`src/rtl/srt_pkg.sv`:
```
// Shared types and constants for the Snell refraction / Schlick reflectance block.
// Depends on nothing; every other file of the block imports it.
`default_nettype none

package srt_pkg;

  // Internal fixed-point fraction bits of all inner quantities.
  localparam int IFB = 24;
  localparam logic [24:0] IONE = 25'd16777216;

  // Iterative quotient unit and square root pipeline lengths.
  localparam int DIV_STEPS   = 40;
  localparam int SQRT_STEPS  = 25;
  localparam int SQRT_W      = 50;

  // Largest index ratio, 16.0 in Q.24.
  localparam logic [39:0] RATIO_MAX = 40'h00_1000_0000;

  // Configuration register indexes and reset values.
  localparam logic [0:0]  REG_OUTSIDE   = 1'b0;
  localparam logic [0:0]  REG_INSIDE    = 1'b1;
  localparam logic [15:0] OUTSIDE_RESET = 16'd4096;
  localparam logic [15:0] INSIDE_RESET  = 16'd6144;

  // Reflectance of exactly one in Q1.14.
  localparam logic [14:0] REFL_ONE = 15'd16384;

  typedef enum logic [1:0] {
    CS_LOAD,
    CS_DIV,
    CS_MUL,
    CS_RUN
  } cfg_state_t;

  typedef struct packed {
    logic signed [15:0] dir_x;
    logic signed [15:0] dir_y;
    logic signed [15:0] dir_z;
    logic signed [15:0] norm_x;
    logic signed [15:0] norm_y;
    logic signed [15:0] norm_z;
  } in_item_t;

  typedef struct packed {
    logic signed [15:0] refr_x;
    logic signed [15:0] refr_y;
    logic signed [15:0] refr_z;
    logic               total_reflect;
    logic [14:0]        reflectance;
  } out_item_t;

  // Per-configuration quantities prepared by the front part.
  typedef struct packed {
    logic [28:0] ratio;
    logic [32:0] ratio2;
    logic [24:0] r0;
    logic        ext_gt;
  } coef_t;

  // Side data that travels beside the square root pipeline.
  typedef struct packed {
    logic               tir;
    logic signed [25:0] c;
    logic signed [29:0] rc;
    in_item_t           item;
  } sqrt_side_t;

endpackage

`default_nettype wire

```
`src/rtl/srt_front.sv`:
```
// Front part: index registers, iterative quotient unit for the index ratio and
// Schlick base term, and a two-entry request queue. Depends on srt_pkg.
`default_nettype none

module srt_front import srt_pkg::*; (
  input  logic       clk,
  input  logic       rst_n,
  input  logic       cfg_we,
  input  logic [0:0] cfg_index,
  input  logic [15:0] cfg_wdata,
  input  logic       in_valid,
  input  in_item_t   in_data,
  output logic       in_ready,
  output logic       q_valid,
  output in_item_t   q_data,
  input  logic       q_pop,
  output coef_t      coef
);

  localparam int CNT_W = $clog2(DIV_STEPS);

  logic [15:0] ext_r, inn_r;
  cfg_state_t  state_r, state_nxt;
  logic [CNT_W-1:0] cnt_r;

  logic [39:0] a_r, b_r;
  logic [15:0] rem_a_r;
  logic [16:0] rem_b_r;

  logic [15:0] inn_eff, diff;
  logic [16:0] div_b;
  logic [16:0] ta;
  logic [17:0] tb;
  logic        ge_a, ge_b;
  logic [28:0] ratio_sat;
  logic [57:0] ratio_sq;
  logic [49:0] q_sq;

  logic [28:0] ratio_r;
  logic [32:0] ratio2_r;
  logic [24:0] r0_r;

  in_item_t q_mem_r [2];
  logic     wr_ptr_r, rd_ptr_r;
  logic [1:0] q_cnt_r;
  logic     push, pop;

  // Index registers.
  always_ff @(posedge clk) begin
    if (!rst_n) begin
      ext_r <= OUTSIDE_RESET;
      inn_r <= INSIDE_RESET;
    end else if (cfg_we) begin
      case (cfg_index)
        REG_OUTSIDE: ext_r <= cfg_wdata;
        REG_INSIDE:  inn_r <= cfg_wdata;
        default: ;
      endcase
    end
  end

  // Divisor and dividend terms; a zero inside index reads as one step.
  assign inn_eff = (inn_r == 16'd0) ? 16'd1 : inn_r;
  assign diff    = (ext_r > inn_eff) ? (ext_r - inn_eff) : (inn_eff - ext_r);
  assign div_b   = {1'b0, ext_r} + {1'b0, inn_eff};

  // One restoring quotient bit per cycle for both divisions.
  assign ta   = {rem_a_r, a_r[39]};
  assign ge_a = ta >= {1'b0, inn_eff};
  assign tb   = {rem_b_r, b_r[39]};
  assign ge_b = tb >= {1'b0, div_b};

  // Saturated ratio and the squares taken once per configuration.
  // The base quotient reaches exactly one when the outside index is zero.
  assign ratio_sat = (a_r > RATIO_MAX) ? RATIO_MAX[28:0] : a_r[28:0];
  assign ratio_sq  = 58'(ratio_sat) * 58'(ratio_sat);
  assign q_sq      = 50'(b_r[24:0]) * 50'(b_r[24:0]);

  // Sequencer state register.
  always_ff @(posedge clk) begin
    if (!rst_n) begin
      state_r <= CS_LOAD;
    end else begin
      state_r <= state_nxt;
    end
  end

  // Sequencer next state; any register write restarts the computation.
  always_comb begin
    state_nxt = state_r;
    case (state_r)
      CS_LOAD: state_nxt = CS_DIV;
      CS_DIV:  if (cnt_r == CNT_W'(DIV_STEPS - 1)) state_nxt = CS_MUL;
      CS_MUL:  state_nxt = CS_RUN;
      CS_RUN:  state_nxt = CS_RUN;
      default: state_nxt = CS_LOAD;
    endcase
    if (cfg_we) state_nxt = CS_LOAD;
  end

  // Quotient datapath.
  always_ff @(posedge clk) begin
    if (!rst_n) begin
      cnt_r <= '0;
    end else begin
      case (state_r)
        CS_LOAD: begin
          cnt_r   <= '0;
          a_r     <= {ext_r, 24'd0};
          b_r     <= {diff, 24'd0};
          rem_a_r <= '0;
          rem_b_r <= '0;
        end
        CS_DIV: begin
          cnt_r   <= cnt_r + CNT_W'(1);
          a_r     <= {a_r[38:0], ge_a};
          b_r     <= {b_r[38:0], ge_b};
          rem_a_r <= ge_a ? 16'(ta - {1'b0, inn_eff}) : ta[15:0];
          rem_b_r <= ge_b ? 17'(tb - {1'b0, div_b}) : tb[16:0];
        end
        CS_MUL: begin
          ratio_r  <= ratio_sat;
          ratio2_r <= ratio_sq[56:24];
          r0_r     <= q_sq[48:24];
        end
        default: ;
      endcase
    end
  end

  assign coef.ratio  = ratio_r;
  assign coef.ratio2 = ratio2_r;
  assign coef.r0     = r0_r;
  assign coef.ext_gt = ext_r > inn_eff;

  // Request queue between the input channel and the arithmetic pipeline.
  assign in_ready = (state_r == CS_RUN) && (q_cnt_r != 2'd2);
  assign push     = in_valid && in_ready;
  assign q_valid  = q_cnt_r != 2'd0;
  assign pop      = q_pop && q_valid;
  assign q_data   = q_mem_r[rd_ptr_r];

  always_ff @(posedge clk) begin
    if (push) q_mem_r[wr_ptr_r] <= in_data;
  end

  always_ff @(posedge clk) begin
    if (!rst_n) begin
      wr_ptr_r <= 1'b0;
      rd_ptr_r <= 1'b0;
      q_cnt_r  <= 2'd0;
    end else begin
      if (push) wr_ptr_r <= ~wr_ptr_r;
      if (pop)  rd_ptr_r <= ~rd_ptr_r;
      case ({push, pop})
        2'b10:   q_cnt_r <= q_cnt_r + 2'd1;
        2'b01:   q_cnt_r <= q_cnt_r - 2'd1;
        default: q_cnt_r <= q_cnt_r;
      endcase
    end
  end

endmodule

`default_nettype wire

```
`config.mk`:
```
export PLATFORM = sky130hd
export DESIGN_NAME = srt_front
export DESIGN_NICKNAME = d
export VERILOG_FILES = /design/src/rtl/srt_pkg.sv /design/src/rtl/srt_front.sv
export SDC_FILE = /design/constraint.sdc
export NUM_CORES = 2
export LEC_CHECK = 0
export ABC_AREA = 1
export BUFFER_PORTS_ARGS = -buffer_cell sky130_fd_sc_hd__buf_4
export CAP_MARGIN = 20
export CORE_AREA = 2 2 325 327
export CTS_BUF_LIST = sky130_fd_sc_hd__clkbuf_8
export CTS_CLUSTER_DIAMETER = 40
export DETAILED_ROUTE_END_ITERATION = 10
export DIE_AREA = 0 0 327 329
export PLACE_DENSITY = 0.76
export SETUP_SLACK_MARGIN = 0.2
export SYNTH_ARGS = -nofsm -noshare
export SYNTH_HDL_FRONTEND = slang
export SYNTH_SLANG_ARGS = --single-unit
```
`constraint.sdc`:
```
create_clock -name clk -period 12.9 [get_ports clk]
set_clock_uncertainty 0.2 [all_clocks]
set_input_delay 1.935 -clock clk [delete_from_list [all_inputs] [get_ports clk]]
set_output_delay 1.935 -clock clk [all_outputs]
set_load 0.03 [all_outputs]
```
# After elaboration in Yosys (flattened, before gate mapping)
# Memories as Yosys holds them, arrays and structs flattened. A register that Yosys moved wholly into a read port is not among the register bits.
# Cells that the tools add are included.
[op_classes]
addsub = 8
mul = 2
magnitude_cmp = 4
eq_ne = 8
muxes = 17
bitwise_logic = 4
reduce_logical = 14
[ops]
columns = ["op", "n"]
rows = [
  ["40-bit case mux with 2 select lines", 2],
  ["29-bit by 29-bit multiplier with 57-bit output", 1],
  ["25-bit by 25-bit multiplier with 49-bit output", 1],
  ["16-bit two-way mux", 3],
  ["16-bit subtractor", 3],
  ["40-bit by 29-bit > comparator with 1-bit output (second input constant)", 1],
  ["17-bit case mux with 2 select lines", 1],
  ["16-bit case mux with 2 select lines", 1],
  ["29-bit two-way mux", 1],
  ["18-bit by 17-bit >= comparator with 1-bit output", 1],
  ["16-bit by 16-bit adder with 17-bit output", 1],
  ["17-bit by 16-bit >= comparator with 1-bit output", 1],
  ["17-bit two-way mux", 1],
  ["17-bit subtractor", 1],
  ["16-bit > comparator", 1],
  ["16-bit logical NOT", 1],
  ["6-bit case mux with 2 select lines", 1],
  ["2-bit AND reduction", 4],
  ["6-bit by 1-bit adder with 6-bit output (second input constant)", 1],
  ["2-bit equality test (second input constant)", 3],
  ["6-bit equality test (second input constant)", 1],
  ["2-bit case mux with 3 select lines", 1],
  ["2-bit nonzero test", 3],
  ["2-bit by 1-bit equality test with 1-bit output (second input constant)", 2],
  ["other kinds (10)", 20],
]
[totals]
reg_bits = 244
mem_bits_rw = 192
input_bits = 118
word_cells = 72
mem_count = 1
[mem_list]
columns = ["memory", "depth", "word_bits", "rd", "rd_clocked_by_memory_dff", "wr", "line_no", "text"]
rows = [
  ["q_mem_r", 2, 96, 1, 1, 1, "srt_front.sv:43", "in_item_t q_mem_r [2];"],
]

# Logic depth before layout (Yosys ltp)
[depth]
ltp_word = 6
ltp_mapped = 44

# Worst setup path after synthesis
# No wires, ideal clock.
[synth_path]
kind = "input to register"
startpoint = "in rst_n"
endpoint = "reg r0_r[0] (enable)"
setup_time_ns = 0.639
arrival_time_ns = 8.173
t_required_ns = 12.061
slack_ns = 3.888
path_stages = 3
n_path_buf = 1
path_cell_list = "clkbuf_1 > inv_1 > nor3_1"
[synth_between]
elab_chain_cells = 1
[synth_rtl]
columns = ["item", "line_no", "text"]
rows = [
  ["start, declared", "srt_front.sv:7", "input logic rst_n,"],
  ["2-bit AND reduction (no source line)", "n/a", ""],
  ["end signal, assigned", "srt_front.sv:124", "r0_r <= q_sq[48:24];"],
  ["end, declared", "srt_front.sv:41", "logic [24:0] r0_r;"],
]
# No other way between the ends.
# A chain may end at the register's enable or synchronous reset.

# Worst setup path in the final report
[layout_path]
startpoint = "reg a_r[11]"
endpoint = "reg ratio2_r[26] (data pin)"
[layout_between]
elab_chain_cells = 3
[layout_rtl]
columns = ["item", "line_no", "text"]
rows = [
  ["start, declared", "srt_front.sv:26", "logic [39:0] a_r, b_r;"],
  ["start signal, assigned", "srt_front.sv:109", "a_r <= {ext_r, 24'd0};"],
  ["start signal, assigned", "srt_front.sv:116", "a_r <= {a_r[38:0], ge_a};"],
  ["40-bit by 29-bit > comparator with 1-bit output", "srt_front.sv:75", "assign ratio_sat = (a_r > RATIO_MAX) ? RATIO_MAX[28:0] : a_r[28:0];"],
  ["29-bit two-way mux (*)", "srt_front.sv:75", ""],
  ["29-bit by 29-bit multiplier with 57-bit output (*)", "srt_front.sv:76", "assign ratio_sq = 58'(ratio_sat) * 58'(ratio_sat);"],
  ["net ratio_sq[50]", "srt_front.sv:36", "logic [57:0] ratio_sq;"],
  ["end signal, assigned", "srt_front.sv:123", "ratio2_r <= ratio_sq[56:24];"],
  ["end, declared", "srt_front.sv:40", "logic [32:0] ratio2_r;"],
]
# The timed path passes the listed nets; every way through them passes the cells marked *.

==> flow_results.org <==
** Pwr
- The analysis attributes to cell leakage a power of 34.8 nW.
- Peak ir drop on the vdd network :: 0.000433 V
- Overall power consumption after layout is estimated at 8.99 mW.
- Pwr/cell area :: 133 nW/um2

** Worst setup path
- Crit end category :: flop
- The worst register-to-register path has a depth of 33.
- Startpoint of the most critical register-to-register path :: a_r[11]
- STA classifies the critical path startpoint as a flop.
- Slack of the worst reg-to-reg path :: 2.60 ns
- The slowest stage of the critical path belongs to the cell nor2_2.
- Highest fanout seen on the critical path :: 32
- STA puts the critical path data arrival time at 10.59 ns.
- The largest single stage delay on the critical path is 0.81 ns.
- At the worst endpoint, the required time is 13.19 ns.
- The worst setup path is of the reg -> reg kind.
- In this run the critical register-to-register path is captured at ratio2_r[26].
- In this design, the critical path's most frequently occurring cell is fa_1.

** Yosys
- For this run, the register share of the synthesized area comes to 20.4%.
- Post-synthesis async set-or-reset flop share :: 0%
- The synthesized design contains 392 enable-type register cells.
- Area of the mapped netlist :: 62000 um2
- After synthesis, the cell types taking the most area are fa_1, edfxtp_1, inv_1.
- Unique masters post-synth :: 69
- Sorting the synthesized cells by how often they occur yields inv_1, fa_1, nand2_1.
- Compound-gate portion of the synthesized area :: 5.72%
- The largest total area in the synthesized netlist belongs to fa_1.
- Multiplexer share of the synthesized area :: 1.76%
- Post-synthesis share of cell area spent on xor and xnor gates :: 1.96%
- Dominant combinational cell family by area after synthesis :: adder cells
- In the synthesized netlist, the number of instances is 6590.
- Synthesis inferred 437 register bits.
- Among all flip-flop cells after synthesis, the most frequent one is edfxtp_1.
- Most used standard cell by instance count after synthesis :: inv_1
- After synthesis, the mean cell area works out to 9.41 um2.
- Area fraction of the dominant cell type after synthesis :: 36.1%
- Syn. warnings :: 0
- The synthesized netlist devotes 46.4% of its cell area to adder and majority cells.
- Simple-gate share of the synthesized area :: 11.0%

** Worst hold path
- Depth of the worst hold-timing path :: 1
- Start point of the worst min-delay path :: rd_ptr_r
- The worst hold path belongs to the class reg -> reg.

** Global routing
- The first global-routing pass estimated 262000 um of wire.
- Total congestion overflow :: 0
- Initial antenna violation count :: 8
- Global routing used 31.9% of the available tracks.
- The number of global-route vias before repair came to 47.5k.
- Entering global routing, the biggest net connects 83 pins.

** CTS
- Clock transition at the registers of the reported paths :: 0.06 ns
- Root Buffer :: clkbuf_8
- TritonCTS built the clock tree.
- Number of hold buffers added after CTS :: 0
- CTS saw 437 sinks.
- The number of gates resized after CTS was 0.
- The longest clock path from root to sink contains 3 buffers.
- Number of buffers inserted during clock tree synthesis :: 91
- # H-tree levels :: 3
- Clock latency on the worst-skew pair :: 0.79 ns
- Buffer count from post-CTS setup fixing :: 0

** Timing
- Final setup violation count :: 0
- Worst slew slack as a fraction of its limit :: 23.1%
- The routed design could run at a clock period as short as 10.30 ns.
- Static timing analysis puts the maximum clock frequency at 97.1 MHz.
- Final hold viol count :: 0
- The count of final max-slew check failures came to 0.
- Setup repair after global routing missed its margin :: no
- Adding up every negative setup slack in the final design gives 0 ns.
- Actual slew at the worst max-slew pin :: 1.15 ns
- Post-route fraction of the period consumed by the critical path :: 79.8%

** Floorplan
- Number of ports placed on the die boundary :: 304
- The die is 329 um tall.
- In this run the horizontal extent of the chip is 327 um.
- Number of cell rows :: 119
- Core footprint :: 104000 um2
- The initial utilization of the core area, before any placement, comes to 59.4%.
- Die Area :: 108000 um2

** Drt
- Dividing the detail-routed wire length by the instance count gives 20.3 um.
- For this block, the via count after detailed routing is 45.6k.
- In this run, the number of DRC markers left after iteration 0 of detailed routing was 4056.
- The first detailed-routing pass ran for 6 iterations.
- Residual DRC count :: 0
- Mean number of vias per cell :: 5.46
- Wires add up to 170000 um.
- Post-route ant nets :: 0

** Place
- Port Buf Inserts :: 303
- Instance area at placement :: 65600 um2
- After legalization and detailed placement, the total HPWL measured 140000 um.
- Weighted congestion reported at the end of routability-driven placement :: 0.969

** Layout
- Relative to the synthesized area, the layout overhead comes to 9.10%.
- The finished cells cover 67600 um2.
- Of the cells placed in the final design, the portion with a size suffix greater than 1 is 10.1%.
- Cells fill 64.8% of the core in the end.
- After the last flow step, the layout net total stands at 8622.

** Run status
- The run finished with clean final reports.

** Flow run
- Number of maximum-capacitance violations :: 0
## sequential cells by signal, indices dropped and copies added, names as in the netlist, named ones only
signal	count
b_r	40
wr_ptr_r	1
inn_r	16
r0_r	25
q_cnt_r	2
q_mem_r	192
cnt_r	6
rem_b_r	17
ext_r	16
state_r	2
ratio_r	29
rem_a_r	16
rd_ptr_r	1
a_r	40
ratio2_r	33
## worst max path at each step
stage                  from      endpoint  slack (ns)  cells after the start
global placement    a_r[27]  ratio2_r[26]        3.04                     33
floorplan             rst_n       r0_r[0]        3.89                      3
CTS                 a_r[27]  ratio2_r[26]        2.85                     33
global route        a_r[27]  ratio2_r[29]        2.22                     32
detailed placement  a_r[27]  ratio2_r[26]        2.90                     33
finish              a_r[11]  ratio2_r[26]        2.60                     33
## metrics by stage
step           hold WS [ns]  cells  setup slack [ns]
2_1_floorplan         0.226   6632              3.89
3_3_place_gp          0.226   8169              3.04
3_5_place_dp          0.237   8169              2.90
4_1_cts               0.246   8337              2.85
5_1_grt               0.261   8341              2.22
6_report              0.242   8344              2.60
## cells by family (layout without fill, tap and decap cells)
| logic type | after synthesis | in the layout |
|---|---|---|
| adders and majority gates | 1630 | 1630 |
| and+or+nand+nor | 1617 | 1617 |
| other | 2 | 48 |
| DFF | 437 | 437 |
| xor gates and xnor gates | 139 | 139 |
| buffers and inverters | 2026 | 2343 |
| muxes | 97 | 97 |
| AOI/OAI and AO/OA | 642 | 642 |
## cells in the final DEF, fill, tap and decap left out, types with 10 or more instances in the layout
master,count
mux2_2,96
clkinv_1,22
o211ai_1,12
a21o_1,10
o21a_1,19
inv_2,31
nor2_4,23
inv_4,11
xor2_1,97
nor2_2,23
conb_1,44
buf_4,341
nand2_1,862
dfxtp_1,44
nor3_1,38
fa_1,1119
clkbuf_8,93
nand3_1,55
ha_1,511
nor2_1,543
o21bai_1,10
inv_1,1805
a21oi_1,295
o21ai_0,202
xnor2_1,42
nand4_1,19
nor2_8,18
a31oi_1,38
edfxtp_1,392
## worst max-delay path: cells and delay by family (launching register included)
kind | cells | cell delay, ns
adders and majority gates | 9 | 4.33
buffers and inverters | 8 | 1.60
DFF | 1 | 0.50
and+or+nand+nor | 16 | 3.36
## where the power goes
part	internal, mW	switching [mW]	leakage, nW	total (mW)
registers	1.75	0.0382	4.04	1.79
clock network	0.861	0.730	1.06	1.59
logic	1.86	3.75	29.7	5.61
## area by class of cell
| type | instances | area (um2) |
|---|---|---|
| fill | 8337 | 36700 |
| clock buffer | 93 | 1280 |
| clock inverter | 75 | 698 |
| antenna | 4 | 10.0 |
| inverter | 1831 | 6910 |
| timing repair buffer | 344 | 2630 |
| tap | 1391 | 1740 |
| multi-input combinational | 4169 | 41700 |
| sequential | 437 | 12700 |
## routing by layer
metal	share of wire, %	vias to the layer above	global-route usage [%]
met4	4.2	10	12.4
met5	0.043	-	0
li1	-	20400	-
met3	8.3	457	5.49
met1	40	22800	43.4
met2	48	1958	51.6
No activity file was read; power rests on OpenSTA's default activity.
